`src/rtl/core/mtphm_pkg.sv`:
```
// ----------------------------------------------------------------------------
// mtphm_pkg: shared definitions for the multi-track peak-hold level meter
// Widths, reset values, register indexes, operation codes and sequencer states.
// ----------------------------------------------------------------------------
`default_nettype none

package mtphm_pkg;

    // number of tracks and derived index width
    localparam int TRACKS   = 6;
    localparam int TRK_W    = (TRACKS > 1) ? $clog2(TRACKS) : 1;

    // field widths
    localparam int LVL_W    = 14;
    localparam int HOLD_W   = 8;
    localparam int COOL_W   = 9;
    localparam int MASK_W   = 6;
    localparam int MASK_IW  = 3;
    localparam int TID_W    = 3;
    localparam int CFG_IW   = 3;
    localparam int CFG_W    = 14;

    // reset values, 1/64 dB units where a level
    localparam logic signed [LVL_W-1:0] FLOOR_RESET = -14'sd6144;
    localparam logic signed [LVL_W-1:0] CLIP_RESET  = 14'sd0;
    localparam logic [HOLD_W-1:0]       HOLD_RESET  = 8'd30;
    localparam logic [COOL_W-1:0]       COOL_RESET  = 9'd300;
    localparam logic [MASK_W-1:0]       MASK_RESET  = 6'h3f;

    // 0.5 dB decay step
    localparam int DECAY_STEP = 32;

    // last track index
    localparam logic [TRK_W-1:0] LAST_IDX = TRK_W'(TRACKS - 1);

    // configuration register indexes
    localparam logic [CFG_IW-1:0] CFG_FLOOR = 3'd0;
    localparam logic [CFG_IW-1:0] CFG_CLIP  = 3'd1;
    localparam logic [CFG_IW-1:0] CFG_HOLD  = 3'd2;
    localparam logic [CFG_IW-1:0] CFG_COOL  = 3'd3;
    localparam logic [CFG_IW-1:0] CFG_MASK  = 3'd4;

    // input operation codes
    localparam logic OP_LEVEL = 1'b0;
    localparam logic OP_TICK  = 1'b1;

    // sequencer states
    typedef enum logic [1:0] {
        S_IDLE,
        S_WALK,
        S_DECIDE,
        S_EMIT
    } t_state;

endpackage

`default_nettype wire

```
`src/rtl/core/multi_track_peak_hold_meter.sv`:
```
// ----------------------------------------------------------------------------
// multi_track_peak_hold_meter: per-track level meter with peak hold and clip
// Level samples update live per-track state; a display tick walks the tracks
// through one shared update unit, decides the clip warning, then sends one
// result per track.
// ----------------------------------------------------------------------------
//  channel   direction  handshake                    payload
//  in        input      i_in_valid / o_in_stall      i_operation, i_track, i_level
//  out       output     o_out_valid / i_out_stall    o_track_id .. o_last
//  cfg       input      i_cfg_we                     i_cfg_idx, i_cfg_data
//
//  a tick walks the tracks through the shared track-update unit (one track per
//  cycle, then the warning decision) and then loads the output register, one
//  result per cycle while the output register is not stalled.
//  o_in_stall is high from tick transfer until its last result is loaded.
//  i_out_stall holds the output register; the result sequence waits behind it.
//  synchronous active-low reset restores all state except the output payload.
// ----------------------------------------------------------------------------
`default_nettype none

module multi_track_peak_hold_meter (
    input  wire logic                                  i_clk,
    input  wire logic                                  i_rst_n,
    // input channel
    input  wire logic                                  i_in_valid,
    output logic                                       o_in_stall,
    input  wire logic                                  i_operation,
    input  wire logic [mtphm_pkg::TID_W-1:0]           i_track,
    input  wire logic signed [mtphm_pkg::LVL_W-1:0]    i_level,
    // output channel
    output logic                                       o_out_valid,
    input  wire logic                                  i_out_stall,
    output logic [mtphm_pkg::TID_W-1:0]                o_track_id,
    output logic signed [mtphm_pkg::LVL_W-1:0]         o_shown_level,
    output logic signed [mtphm_pkg::LVL_W-1:0]         o_shown_hold,
    output logic                                       o_enabled,
    output logic                                       o_clip_seen,
    output logic                                       o_named_in_warning,
    output logic                                       o_warning,
    output logic                                       o_last,
    // configuration
    input  wire logic                                  i_cfg_we,
    input  wire logic [mtphm_pkg::CFG_IW-1:0]          i_cfg_idx,
    input  wire logic [mtphm_pkg::CFG_W-1:0]           i_cfg_data
);
    import mtphm_pkg::*;

    // configuration registers
    logic signed [LVL_W-1:0] r_floor;
    logic signed [LVL_W-1:0] r_clip;
    logic [HOLD_W-1:0]       r_hold_ticks;
    logic [COOL_W-1:0]       r_warn_cool;
    logic [MASK_W-1:0]       r_mask;

    // per-track state
    logic signed [LVL_W-1:0] r_live_level [TRACKS];
    logic signed [LVL_W-1:0] r_live_max   [TRACKS];
    logic signed [LVL_W-1:0] r_disp_level [TRACKS];
    logic signed [LVL_W-1:0] r_disp_hold  [TRACKS];
    logic [HOLD_W-1:0]       r_hold_cnt   [TRACKS];
    logic [TRACKS-1:0]       r_clip_latch;
    logic [TRACKS-1:0]       r_pending;
    logic [TRACKS-1:0]       r_clip_seen;
    logic [TRACKS-1:0]       r_named;
    logic [COOL_W-1:0]       r_cool_cnt;
    logic                    r_any;
    logic                    r_warn;

    // sequencer
    t_state                  r_state;
    t_state                  n_state;
    logic [TRK_W-1:0]        r_idx;

    // output register
    logic                    r_out_valid;
    logic [TID_W-1:0]        r_o_track_id;
    logic signed [LVL_W-1:0] r_o_level;
    logic signed [LVL_W-1:0] r_o_hold;
    logic                    r_o_enabled;
    logic                    r_o_clip;
    logic                    r_o_named;
    logic                    r_o_warn;
    logic                    r_o_last;

    // control strobes
    logic                    s_in_xfer;
    logic                    s_sample;
    logic                    s_tick;
    logic                    s_walk;
    logic                    s_decide;
    logic                    s_load;
    logic                    s_idx_last;

    // input sample decode
    logic [TRK_W-1:0]        s_in_idx;
    logic                    s_in_ok;

    // shared track-update unit
    logic                    s_en_cur;
    logic signed [LVL_W-1:0] s_pk;
    logic signed [LVL_W-1:0] s_hold;
    logic signed [LVL_W:0]   s_dec;
    logic signed [LVL_W:0]   s_floor_x;
    logic signed [LVL_W-1:0] s_decayed;
    logic signed [LVL_W-1:0] s_new_hold;
    logic [HOLD_W-1:0]       s_new_cnt;

    // warning decision
    logic                    s_warn_now;

    // input transfer decode
    assign s_in_xfer  = i_in_valid && !o_in_stall;
    assign s_sample   = s_in_xfer && (i_operation == OP_LEVEL);
    assign s_tick     = s_in_xfer && (i_operation == OP_TICK);
    assign s_in_idx   = TRK_W'(i_track);
    assign s_in_ok    = (int'(i_track) < TRACKS);
    assign s_idx_last = (r_idx == LAST_IDX);

    // track enable for the track under the cursor
    assign s_en_cur = (int'(r_idx) < MASK_W) && r_mask[MASK_IW'(r_idx)];

    // hold update: new peak, count down, or decay toward the floor
    assign s_pk      = r_live_max[r_idx];
    assign s_hold    = r_disp_hold[r_idx];
    assign s_dec     = (LVL_W+1)'(s_hold) - (LVL_W+1)'(DECAY_STEP);
    assign s_floor_x = (LVL_W+1)'(r_floor);
    assign s_decayed = (s_dec < s_floor_x) ? r_floor : s_dec[LVL_W-1:0];

    always_comb begin
        s_new_hold = s_hold;
        s_new_cnt  = r_hold_cnt[r_idx];
        priority if (s_pk > s_hold) begin
            s_new_hold = s_pk;
            s_new_cnt  = r_hold_ticks;
        end else if (r_hold_cnt[r_idx] != '0) begin
            s_new_cnt  = r_hold_cnt[r_idx] - 1'b1;
        end else begin
            s_new_hold = s_decayed;
        end
    end

    // warning when a clip occurred and the cooldown has run out
    assign s_warn_now = r_any && (r_cool_cnt == '0);

    // next state
    always_comb begin
        n_state = r_state;
        unique case (r_state)
            S_IDLE: begin
                if (s_tick) n_state = S_WALK;
            end
            S_WALK: begin
                if (s_idx_last) n_state = S_DECIDE;
            end
            S_DECIDE: begin
                n_state = S_EMIT;
            end
            S_EMIT: begin
                if (s_load && s_idx_last) n_state = S_IDLE;
            end
            default: n_state = S_IDLE;
        endcase
    end

    // state outputs
    always_comb begin
        o_in_stall = 1'b1;
        s_walk     = 1'b0;
        s_decide   = 1'b0;
        s_load     = 1'b0;
        unique case (r_state)
            S_IDLE:   o_in_stall = 1'b0;
            S_WALK:   s_walk     = 1'b1;
            S_DECIDE: s_decide   = 1'b1;
            S_EMIT:   s_load     = !r_out_valid || !i_out_stall;
            default:  o_in_stall = 1'b1;
        endcase
    end

    // sequencer, per-track state and configuration
    always_ff @(posedge i_clk) begin
        if (!i_rst_n) begin
            r_state      <= S_IDLE;
            r_idx        <= '0;
            r_floor      <= FLOOR_RESET;
            r_clip       <= CLIP_RESET;
            r_hold_ticks <= HOLD_RESET;
            r_warn_cool  <= COOL_RESET;
            r_mask       <= MASK_RESET;
            for (int i = 0; i < TRACKS; i++) begin
                r_live_level[i] <= FLOOR_RESET;
                r_live_max[i]   <= FLOOR_RESET;
                r_disp_level[i] <= FLOOR_RESET;
                r_disp_hold[i]  <= FLOOR_RESET;
                r_hold_cnt[i]   <= '0;
            end
            r_clip_latch <= '0;
            r_pending    <= '0;
            r_clip_seen  <= '0;
            r_named      <= '0;
            r_cool_cnt   <= '0;
            r_any        <= 1'b0;
            r_warn       <= 1'b0;
        end else begin
            r_state <= n_state;

            // configuration writes
            if (i_cfg_we) begin
                unique case (i_cfg_idx)
                    CFG_FLOOR: r_floor      <= LVL_W'(i_cfg_data);
                    CFG_CLIP:  r_clip       <= LVL_W'(i_cfg_data);
                    CFG_HOLD:  r_hold_ticks <= HOLD_W'(i_cfg_data);
                    CFG_COOL:  r_warn_cool  <= COOL_W'(i_cfg_data);
                    CFG_MASK:  r_mask       <= MASK_W'(i_cfg_data);
                    default: ;
                endcase
            end

            // level sample: latest level, running max, clip latch
            if (s_sample && s_in_ok) begin
                r_live_level[s_in_idx] <= i_level;
                if (i_level >= r_clip) r_clip_latch[s_in_idx] <= 1'b1;
                if (i_level > r_live_max[s_in_idx]) r_live_max[s_in_idx] <= i_level;
            end

            // tick start: cooldown step, clear clip summary
            if (s_tick) begin
                if (r_cool_cnt != '0) r_cool_cnt <= r_cool_cnt - 1'b1;
                r_any <= 1'b0;
                r_idx <= '0;
            end

            // walk one track per cycle
            if (s_walk) begin
                r_clip_seen[r_idx] <= s_en_cur && r_clip_latch[r_idx];
                if (s_en_cur) begin
                    r_disp_level[r_idx] <= r_live_level[r_idx];
                    r_clip_latch[r_idx] <= 1'b0;
                    r_live_max[r_idx]   <= r_floor;
                    r_disp_hold[r_idx]  <= s_new_hold;
                    r_hold_cnt[r_idx]   <= s_new_cnt;
                    if (r_clip_latch[r_idx]) begin
                        r_pending[r_idx] <= 1'b1;
                        r_any            <= 1'b1;
                    end
                end
                r_idx <= s_idx_last ? '0 : r_idx + 1'b1;
            end

            // warning decision over the pending clips
            if (s_decide) begin
                r_warn <= s_warn_now;
                if (s_warn_now) begin
                    r_named    <= r_pending;
                    r_pending  <= '0;
                    r_cool_cnt <= r_warn_cool;
                end else begin
                    r_named    <= '0;
                end
            end

            // result cursor
            if (s_load) begin
                r_idx <= s_idx_last ? '0 : r_idx + 1'b1;
            end
        end
    end

    // output register valid
    always_ff @(posedge i_clk) begin
        if (!i_rst_n) begin
            r_out_valid <= 1'b0;
        end else if (s_load) begin
            r_out_valid <= 1'b1;
        end else if (!i_out_stall) begin
            r_out_valid <= 1'b0;
        end
    end

    // output register payload
    always_ff @(posedge i_clk) begin
        if (s_load) begin
            r_o_track_id <= TID_W'(r_idx);
            r_o_level    <= r_disp_level[r_idx];
            r_o_hold     <= r_disp_hold[r_idx];
            r_o_enabled  <= s_en_cur;
            r_o_clip     <= r_clip_seen[r_idx];
            r_o_named    <= r_named[r_idx];
            r_o_warn     <= r_warn;
            r_o_last     <= s_idx_last;
        end
    end

    assign o_out_valid        = r_out_valid;
    assign o_track_id         = r_o_track_id;
    assign o_shown_level      = r_o_level;
    assign o_shown_hold       = r_o_hold;
    assign o_enabled          = r_o_enabled;
    assign o_clip_seen        = r_o_clip;
    assign o_named_in_warning = r_o_named;
    assign o_warning          = r_o_warn;
    assign o_last             = r_o_last;

endmodule

`default_nettype wire

```
`config.mk`:
```
export PLATFORM = sky130hd
export DESIGN_NAME = multi_track_peak_hold_meter
export DESIGN_NICKNAME = d
export VERILOG_FILES = /design/src/rtl/core/mtphm_pkg.sv /design/src/rtl/core/multi_track_peak_hold_meter.sv
export SDC_FILE = /design/constraint.sdc
export NUM_CORES = 1
export LEC_CHECK = 0
export BUFFER_PORTS_ARGS = -buffer_cell sky130_fd_sc_hd__buf_2
export CAP_MARGIN = 20
export CORE_MARGIN = 3
export CORE_UTILIZATION = 45
export DETAILED_ROUTE_END_ITERATION = 7
export GPL_TIMING_DRIVEN = 1
export PLACE_DENSITY = 0.75
export SYNTH_ARGS = -nofsm -noshare
export SYNTH_HDL_FRONTEND = slang
export SYNTH_SLANG_ARGS = --single-unit
```
`constraint.sdc`:
```
create_clock -name i_clk -period 6.9 [get_ports i_clk]
set_input_delay 2.07 -clock i_clk [delete_from_list [all_inputs] [get_ports i_clk]]
set_output_delay 2.07 -clock i_clk [all_outputs]
set_load 0.02 [all_outputs]
```
Word-level counts from Yosys, hierarchy flattened
Memories as Yosys holds them, arrays and structs flattened. A register that Yosys moved wholly into a read port is not among the register bits. Cells that the tools add are included. Widths: inputs -> output; s select.

$add $sub $neg: 4. Order comparisons: 10. Equality and inequality tests: 12. Muxes and demuxes: 89. Bitwise logic cells: 5. Reduce and logical (&&, ||, !) cells: 31.

Operator list (count): $mux 14 (8); $reduce_or 14->1 (5); $mux 6 (11); $mux 3 (18); $mux 9 (4); $mux 1 (34); $gt 14x14->1 (2); $mux 8 (3); $lt 15x14->1 (1); $sub 14x7->15 const B (1); $ge 14x14->1 (1); $bmux 1 s3 (4); $or 6x6->6 (2); $logic_and 1x1->1 (10); $reduce_and 2->1 (5); $logic_not 9->1 (1); $reduce_bool 9->1 (1); $sub 9x1->9 const B (1); $lt 3x4->1 const B (2); $pmux 2 s4 (1); $reduce_bool 8->1 (1); $reduce_or 8->1 (1); $sub 8x1->8 const B (1); $and 6x6->6 (1); 21 further kinds (32).

Register bits after elaboration: 114. Memory bits (writable): 384. Input bits: 40. Output and inout bits: 38. Word-level logic and storage cells: 178. Memories: 5.

Memory list: r_disp_hold (depth 6, width 14, read ports 1, clocked after Yosys merged registers in 1, wr ports 6, line multi_track_peak_hold_meter.sv:59) `logic signed [LVL_W-1:0] r_disp_hold [TRACKS];`; r_disp_level (depth 6, width 14, read ports 1, clocked after Yosys merged registers in 1, wr ports 6, line multi_track_peak_hold_meter.sv:58) `logic signed [LVL_W-1:0] r_disp_level [TRACKS];`; r_live_level (depth 6, width 14, read ports 1, clocked after Yosys merged registers in 1, wr ports 6, line multi_track_peak_hold_meter.sv:56) `logic signed [LVL_W-1:0] r_live_level [TRACKS];`; r_live_max (depth 6, width 14, read ports 2, clocked after Yosys merged registers in 1, wr ports 6, line multi_track_peak_hold_meter.sv:57) `logic signed [LVL_W-1:0] r_live_max [TRACKS];`; r_hold_cnt (depth 6, width 8, read ports 1, clocked after Yosys merged registers in 1, wr ports 6, line multi_track_peak_hold_meter.sv:60) `logic [HOLD_W-1:0] r_hold_cnt [TRACKS];`.

Longest topological paths before layout
Gate-level depths: netlist of the first run.

Depth after elaboration: 11. Depth in mapped cells: 19. Depth with buffers taken out: 15.

Worst setup path after synthesis of the first run
No wires, ideal clock.

Path kind: input-to-reg. Start: in i_track[0] (netlist bit). End: mem r_live_max[5][0], enable pin. Library setup time: 0.407 ns. Data arrival time: 6.183 ns. Required time: 6.493 ns. Path slack: 0.310 ns. Stages: 15. Path buffers: 5. Cells stage by stage: clkbuf_1 -> buf_1 -> clkbuf_1 -> a21oi_1 -> a211oi_1 -> a221oi_1 -> ha_1 -> and4_1 -> a2111oi_0 -> o31a_1 -> a31oi_1 -> and2_1 -> clkbuf_1 -> buf_2 -> a211oi_1.

RTL lines: from (decl) (line multi_track_peak_hold_meter.sv:28) `input wire logic [mtphm_pkg::TID_W-1:0] i_track,`; to (decl) (line multi_track_peak_hold_meter.sv:57).

==> results of run 1 <==
[per-layer routing]
layer  track usage, %  share of wire, %
met2             38.4                47
met1             31.4                38
met4             7.66               2.9
met3             5.90                11
met5                0             0.013
[worst paths after layout]
kind	to	depth (start not counted)	startpoint
hold reg to reg	r_clip[8]	2	r_clip[8]
setup reg to reg	r_disp_hold[6][12]	16	flip-flop
setup / recovery	r_live_max[1][4]	15	i_track[0]
hold / removal	r_clip[8]	2	r_clip[8]
[tightest hold or removal path, cell delays in order, from the launching register on]
cell and delay, ns:
dfxtp_1 0.31, nand2_1 0.05, a21oi_1 0.05
[power by group]
group	internal, W	total (W)	switching (W)
combinational	0.00104	0.00283	0.00179
sequential	0.00456	0.00480	0.000240
clock	0.00219	0.00374	0.00155
total	0.00778	0.0114	0.00358
[metrics by stage]
| step | power (W) | setup slack (ns) |
|---|---|---|
| final | 0.0114 | 1.11 |
| after detailed placement | 0.00765 | 0.523 |
| after global routing | 0.0118 | 0.971 |
| after global placement | 0.00757 | 0.685 |
| after floorplan | 0.00677 | 0.310 |
| after CTS | 0.0114 | 1.18 |
[cells in the mapped netlist, drive strengths merged (3+ instances only)]
cell     count  area share [%]
a2111oi      3            0.15
a211o        3           0.088
a211oi       8            0.20
a21o         9            0.23
a21oi      135             2.3
a221o        6            0.20
a221oi      13            0.38
a222oi       3            0.10
a22o         4            0.12
a22oi       28            0.72
a31oi        6            0.13
a32oi        4            0.14
and2         8            0.17
and3         8            0.17
and3b        3           0.088
buf         56            0.99
clkbuf      76            0.96
dfxtp       95             6.4
edfxtp     548              55
ha          64             2.7
inv         94             1.2
mux2        37             1.4
mux2i       48             1.7
mux4       134              10
nand2      267             3.4
nand2b      11            0.23
nand3       53            0.89
nand3b       4            0.14
nand4       16            0.34
nor2       340             4.3
nor2b       13            0.27
nor3        30            0.50
nor4         7            0.20
nor4b        8            0.24
o211a        5            0.17
o211ai      15            0.39
o21ai       41            0.69
o221ai       7            0.21
o31ai        3            0.11
o41ai        3            0.11
or2          3           0.063
or3         16            0.34
xnor2       12            0.35
xor2         6            0.18
[cells by family (layout without fill, tap and decap cells)]
| family | after synthesis | after routing |
|---|---|---|
| compound gates | 323 | 323 |
| xor+xnor | 18 | 18 |
| fa+ha+maj | 64 | 64 |
| buf+inv | 226 | 357 |
| flops | 643 | 643 |
| mux | 219 | 219 |
| other cells | 1 | 129 |
| simple gates | 790 | 790 |
[final cells by class]
| cell class | instances | share of cell area [%] |
|---|---|---|
| flip-flops and latches | 643 | 54.0 |
| multi-input cells | 1542 | 32.5 |
| clock buffers | 89 | 5.57 |
| well taps | 855 | 3.14 |
| repair buffers | 139 | 2.61 |
| clock inverters | 35 | 1.16 |
| inverters | 94 | 1.04 |
| diodes | 1 | 0.00736 |
[sequential cells by signal (all words and copies together) (netlist names), 3 cells and up, named ones only]
| signal | flops |
|---|---|
| o_shown_hold | 14 |
| o_shown_level | 14 |
| o_track_id | 3 |
| r_clip | 14 |
| r_clip_latch | 6 |
| r_clip_seen | 6 |
| r_cool_cnt | 9 |
| r_disp_hold | 112 |
| r_disp_level | 112 |
| r_floor | 14 |
| r_hold_cnt | 64 |
| r_hold_ticks | 8 |
| r_idx | 3 |
| r_live_level | 112 |
| r_live_max | 112 |
| r_mask | 6 |
| r_named | 6 |
| r_pending | 6 |
| r_warn_cool | 9 |
==> impl_metrics.env, run 1 <==
export IMPL_tritoncts="yes"
export IMPL_die_h_um=263
export IMPL_wl_per_cell_um=24.4
export IMPL_leakage_nw=11.9
export IMPL_antenna_found_initial=2
export IMPL_tns_ns=0
export IMPL_drv_cap=0
export IMPL_synthAdderAreaFrac_pct=2.69
export IMPL_clock_skew_ns=0.0395
export IMPL_max_slew_margin_rel_pct=30.7
export IMPL_max_freq_mhz=173
export IMPL_drt_pass1_iterations=5
export IMPL_grt_pass1_wl_um=124000
export IMPL_num_rows=93
export IMPL_utilization_pct=52.4
export IMPL_crit_buf_inv=3
export IMPL_clk_latency_ns=0.63
export IMPL_ctsHoldBuffers=0
export IMPL_worstPathMaxFanout=15
export IMPL_overflow=0
export IMPL_clockRootBuffer="clkbuf_16"
export IMPL_critPathTopFamily="compound AO/OA/AOI/OAI gates"
export IMPL_ctsResizeCount=0
export IMPL_cts_sink_count=643
export IMPL_whs_ns=0.457
export IMPL_worst_path_max_delay_cell="or2_2"
export IMPL_layout_nets=2592
export IMPL_boundaryPins=78
export IMPL_max_clock_path_buffers=3
export IMPL_postCtsSetupBuffers=0
export IMPL_die_area_um2=69300
export IMPL_fillCellCount=5402
export IMPL_finalCritPeriodShare_pct=83.8
export IMPL_dr_first_iter_drc_count=2351
export IMPL_wl_um=82900
export IMPL_p_per_area_nw_per_um2=334
export IMPL_mostFrequentLayoutCells="548 x edfxtp_1, 339 x nor2_1, 263 x nand2_1"
export IMPL_areaGrowthSynthToFinish_pct=14.2
export IMPL_synthArstFlopShare_pct=0
export IMPL_dieWidth_um=263
export IMPL_max_stage_delay_ns=0.50
export IMPL_critPathKind="in2reg"
export IMPL_startpoint_type="input pin"
export IMPL_hold_viol_final=0
export IMPL_track_usage_pct=23.6
export IMPL_worstPathCellList="buf_2 > buf_4 > mux2_2 > a221oi_1 > nor2_1 > a221oi_1 > ha_1 > nand3_1 > or3_1 > a211o_1 > a31oi_1 > a31oi_1 > or2_2 > nand2_1 > buf_4"
export IMPL_vdd_drop_max_uv=211
export IMPL_synth_compound_area_share_pct=7.39
export IMPL_instances_no_fill=3398
export IMPL_crit_required_ns=7.21
export IMPL_final_common_cell="edfxtp_1"
export IMPL_place_congestion=1.01
export IMPL_yosysWarnings=0
export IMPL_finalCriticalPeriod_ns=5.79
export IMPL_rsz0062_at_grt="no"
export IMPL_h_tree_depth=3
export IMPL_hold_path_class="reg2reg"
export IMPL_seq_area_frac_synth_pct=61.6
export IMPL_cp_end_kind="flip-flop"
export IMPL_cts_reportedPaths_clkPinSlew_ns=0.06
export IMPL_numCtsBuffers=68
export IMPL_status="complete, no violations"
export IMPL_critPathArrivalTime_ns=6.10
export IMPL_setup_viol=0
export IMPL_synth_edff_count=548
export IMPL_synth_simple_area_share_pct=11.4
export IMPL_worst_pin_slew_ns=1.04
export IMPL_placed_cell_area_um2=31700
export IMPL_seqCellArea_um2=18400
export IMPL_synth_cells=2284
export IMPL_antenna_left=0
export IMPL_synthMuxAreaShare_pct=13.2
export IMPL_syn_area_um2=29800
export IMPL_final_layout_size_suffix_gt1_share_pct=17.9
export IMPL_grt_pass1_vias=20300
export IMPL_ys_ff_latch=643
export IMPL_vias=20300
export IMPL_core_area_um2=64900
export IMPL_synthXorXnorAreaFrac_pct=0.529
export IMPL_avgViaCountPerCell=5.97
export IMPL_dp_cells=3272
export IMPL_final_area_um2=34000
export IMPL_synth_top_family_by_area="multiplexers"
export IMPL_syn_avg_cell_area_um2=13.0
export IMPL_dp_hpwl_um=55100
export IMPL_grt_max_degree=66
export IMPL_multi_input_area_um2=11000
export IMPL_synth_cell_types=85
export IMPL_initial_utilization_pct=45.9
export IMPL_reg2reg_slack_ns=1.36
export IMPL_slew_viol_final=0
export IMPL_ys_flop_type="edfxtp_1"
export IMPL_drcViolationCount=0
export IMPL_portBuffers=77
(Power assumes the default switching activity.)
==> inputs of run 2 (changes only) <==
==> constraint.sdc (replaced) <==
create_clock -name i_clk -period 4.8 [get_ports i_clk]
set_input_delay 1.44 -clock i_clk [delete_from_list [all_inputs] [get_ports i_clk]]
set_output_delay 1.44 -clock i_clk [all_outputs]
set_load 0.02 [all_outputs]
==> impl_metrics.env, run 2 (synthesis results as in run 1) <==
export IMPL_placed_cell_area_um2=32700
export IMPL_fillCellCount=5323
export IMPL_drv_cap=0
export IMPL_antenna_found_initial=3
export IMPL_drt_pass1_iterations=6
export IMPL_p_int_w=0.0115
export IMPL_tritoncts="yes"
export IMPL_cp_end_kind="flip-flop"
export IMPL_layout_nets=2708
export IMPL_worst_pin_slew_ns=1.11
export IMPL_swShare_pct=31.8
export IMPL_setup_viol=0
export IMPL_num_rows=93
export IMPL_seqPwrFrac_pct=40.1
export IMPL_boundaryPins=78
export IMPL_vias=20800
export IMPL_h_tree_depth=3
export IMPL_dieWidth_um=263
export IMPL_die_area_um2=69300
export IMPL_portBuffers=77
export IMPL_final_layout_size_suffix_gt1_share_pct=22.2
export IMPL_dr_first_iter_drc_count=2720
export IMPL_max_clock_path_buffers=3
export IMPL_vdd_drop_max_uv=259
export IMPL_leakage_nw=12.5
export IMPL_combPwrFrac_pct=28.9
export IMPL_die_h_um=263
export IMPL_dp_hpwl_um=58500
export IMPL_final_common_cell="edfxtp_1"
export IMPL_clockRootBuffer="clkbuf_16"
export IMPL_utilization_pct=53.9
export IMPL_crit_required_ns=5.14
export IMPL_core_area_um2=64900
export IMPL_ctsHoldBuffers=0
export IMPL_drcViolationCount=0
export IMPL_tns_ns=0
export IMPL_critPathKind="reg2reg"
export IMPL_p_per_area_nw_per_um2=482
export IMPL_wl_per_cell_um=24.7
export IMPL_reg2reg_slack_ns=0.19
export IMPL_hold_path_class="reg2reg"
export IMPL_rsz0062_at_grt="no"
export IMPL_max_slew_margin_rel_pct=26.1
export IMPL_instances_no_fill=3511
export IMPL_clkPwrFrac_pct=30.9
export IMPL_cts_sink_count=643
export IMPL_place_congestion=0.975
export IMPL_grt_pass1_vias=21100
export IMPL_max_freq_mhz=217
export IMPL_critPathArrivalTime_ns=4.94
export IMPL_clock_skew_ns=0.0293
export IMPL_hold_viol_final=0
export IMPL_dp_cells=3383
export IMPL_track_usage_pct=24.6
export IMPL_slew_viol_final=0
export IMPL_finalCriticalPeriod_ns=4.61
export IMPL_avgViaCountPerCell=5.93
export IMPL_netSwitchingPower_w=0.00536
export IMPL_antenna_left=0
export IMPL_mostFrequentLayoutCells="548 x edfxtp_1, 339 x nor2_1, 258 x nand2_1"
export IMPL_grt_pass1_wl_um=130000
export IMPL_initial_utilization_pct=45.9
export IMPL_startpoint_type="flip-flop"
export IMPL_n_antenna_cell=0
export IMPL_wl_um=86600
export IMPL_clk_latency_ns=0.62
export IMPL_grt_max_degree=66
export IMPL_overflow=0
export IMPL_status="complete, no violations"
export IMPL_areaGrowthSynthToFinish_pct=17.5
export IMPL_numCtsBuffers=69
export IMPL_cts_reportedPaths_clkPinSlew_ns=0.06
export IMPL_worstPathMaxFanout=62
export IMPL_finalCritPeriodShare_pct=96.0
export IMPL_final_area_um2=35000
-- run 2: cell count changes in the layout (fill, tap and decap cells not counted), sizes merged --
cell	delta
clkbuf	-9
diode	-1
clkinv	+3
clkinvlp	+4
buf	+115
inv	+1
-- run 2: metrics by stage --
stage	hold slack (ns)	power (W)	setup slack, ns
floorplan	0.406	0.00976	-0.0668
global placement	0.416	0.0115	-0.509
CTS	0.452	0.0168	0.00864
detailed placement	0.428	0.0116	-0.628
global route	0.471	0.0175	0.0127
finish	0.451	0.0169	0.194
-- run 2: per-layer routing --
layer  GRT usage [%]  vias to the layer above  part of all wire (%)
li1                -                     9054                     -
met1            31.7                    10400                    38
met2            41.1                     1163                    49
met3            4.47                      226                   9.3
met4            10.1                        2                   3.9
met5               0                        -                 0.013
-- run 2: power by group through the flow --
| stage | clock network, W | registers [W] | logic [W] |
|---|---|---|---|
| after floorplan | 0 | 0.00677 | 0.00299 |
| after global placement | 0 | 0.00687 | 0.00460 |
| after detailed placement | 0 | 0.00690 | 0.00469 |
| after CTS | 0.00530 | 0.00679 | 0.00473 |
| after global routing | 0.00552 | 0.00680 | 0.00520 |
| final | 0.00522 | 0.00677 | 0.00488 |
-- run 2: worst max-delay path, stage by stage (launching register included) --
cell	delay (ns)
dfxtp_4	0.48
buf_4	0.79
mux4_2	0.42
mux2_2	0.38
ha_1	0.32
nand4_1	0.09
nor2_1	0.16
o21ai_0	0.14
o211ai_1	0.43
nand2_1	0.20
buf_4	0.24
buf_4	0.15
a41oi_2	0.30
nor2_1	0.14
-- run 2: worst paths after layout --
check                           startpoint                 to  depth (start not counted)
worst min-delay path                r_warn          o_warning                          0
worst max register to register   flip-flop  r_disp_hold[5][5]                         13
worst min register to register      r_warn          o_warning                          0
worst max-delay path             flip-flop  r_disp_hold[5][5]                         13
-- run 2: area by class of cell --
class,instances,area (µm²),share of cell area [%]
Clock buffer,80,1800,5.14
Clock inverter,43,390,1.12
Inverter,94,353,1.01
Multi-Input combinational cell,1542,11200,31.9
Sequential cell,643,18400,52.5
Tap cell,855,1070,3.06
Timing Repair Buffer,254,1820,5.20
-- run 2: what timing repair did --
action / CTS / global route
gates resized for setup: 0 / 18
setup endpoints to repair: 0 / 282
buffers inserted: 0 / 5
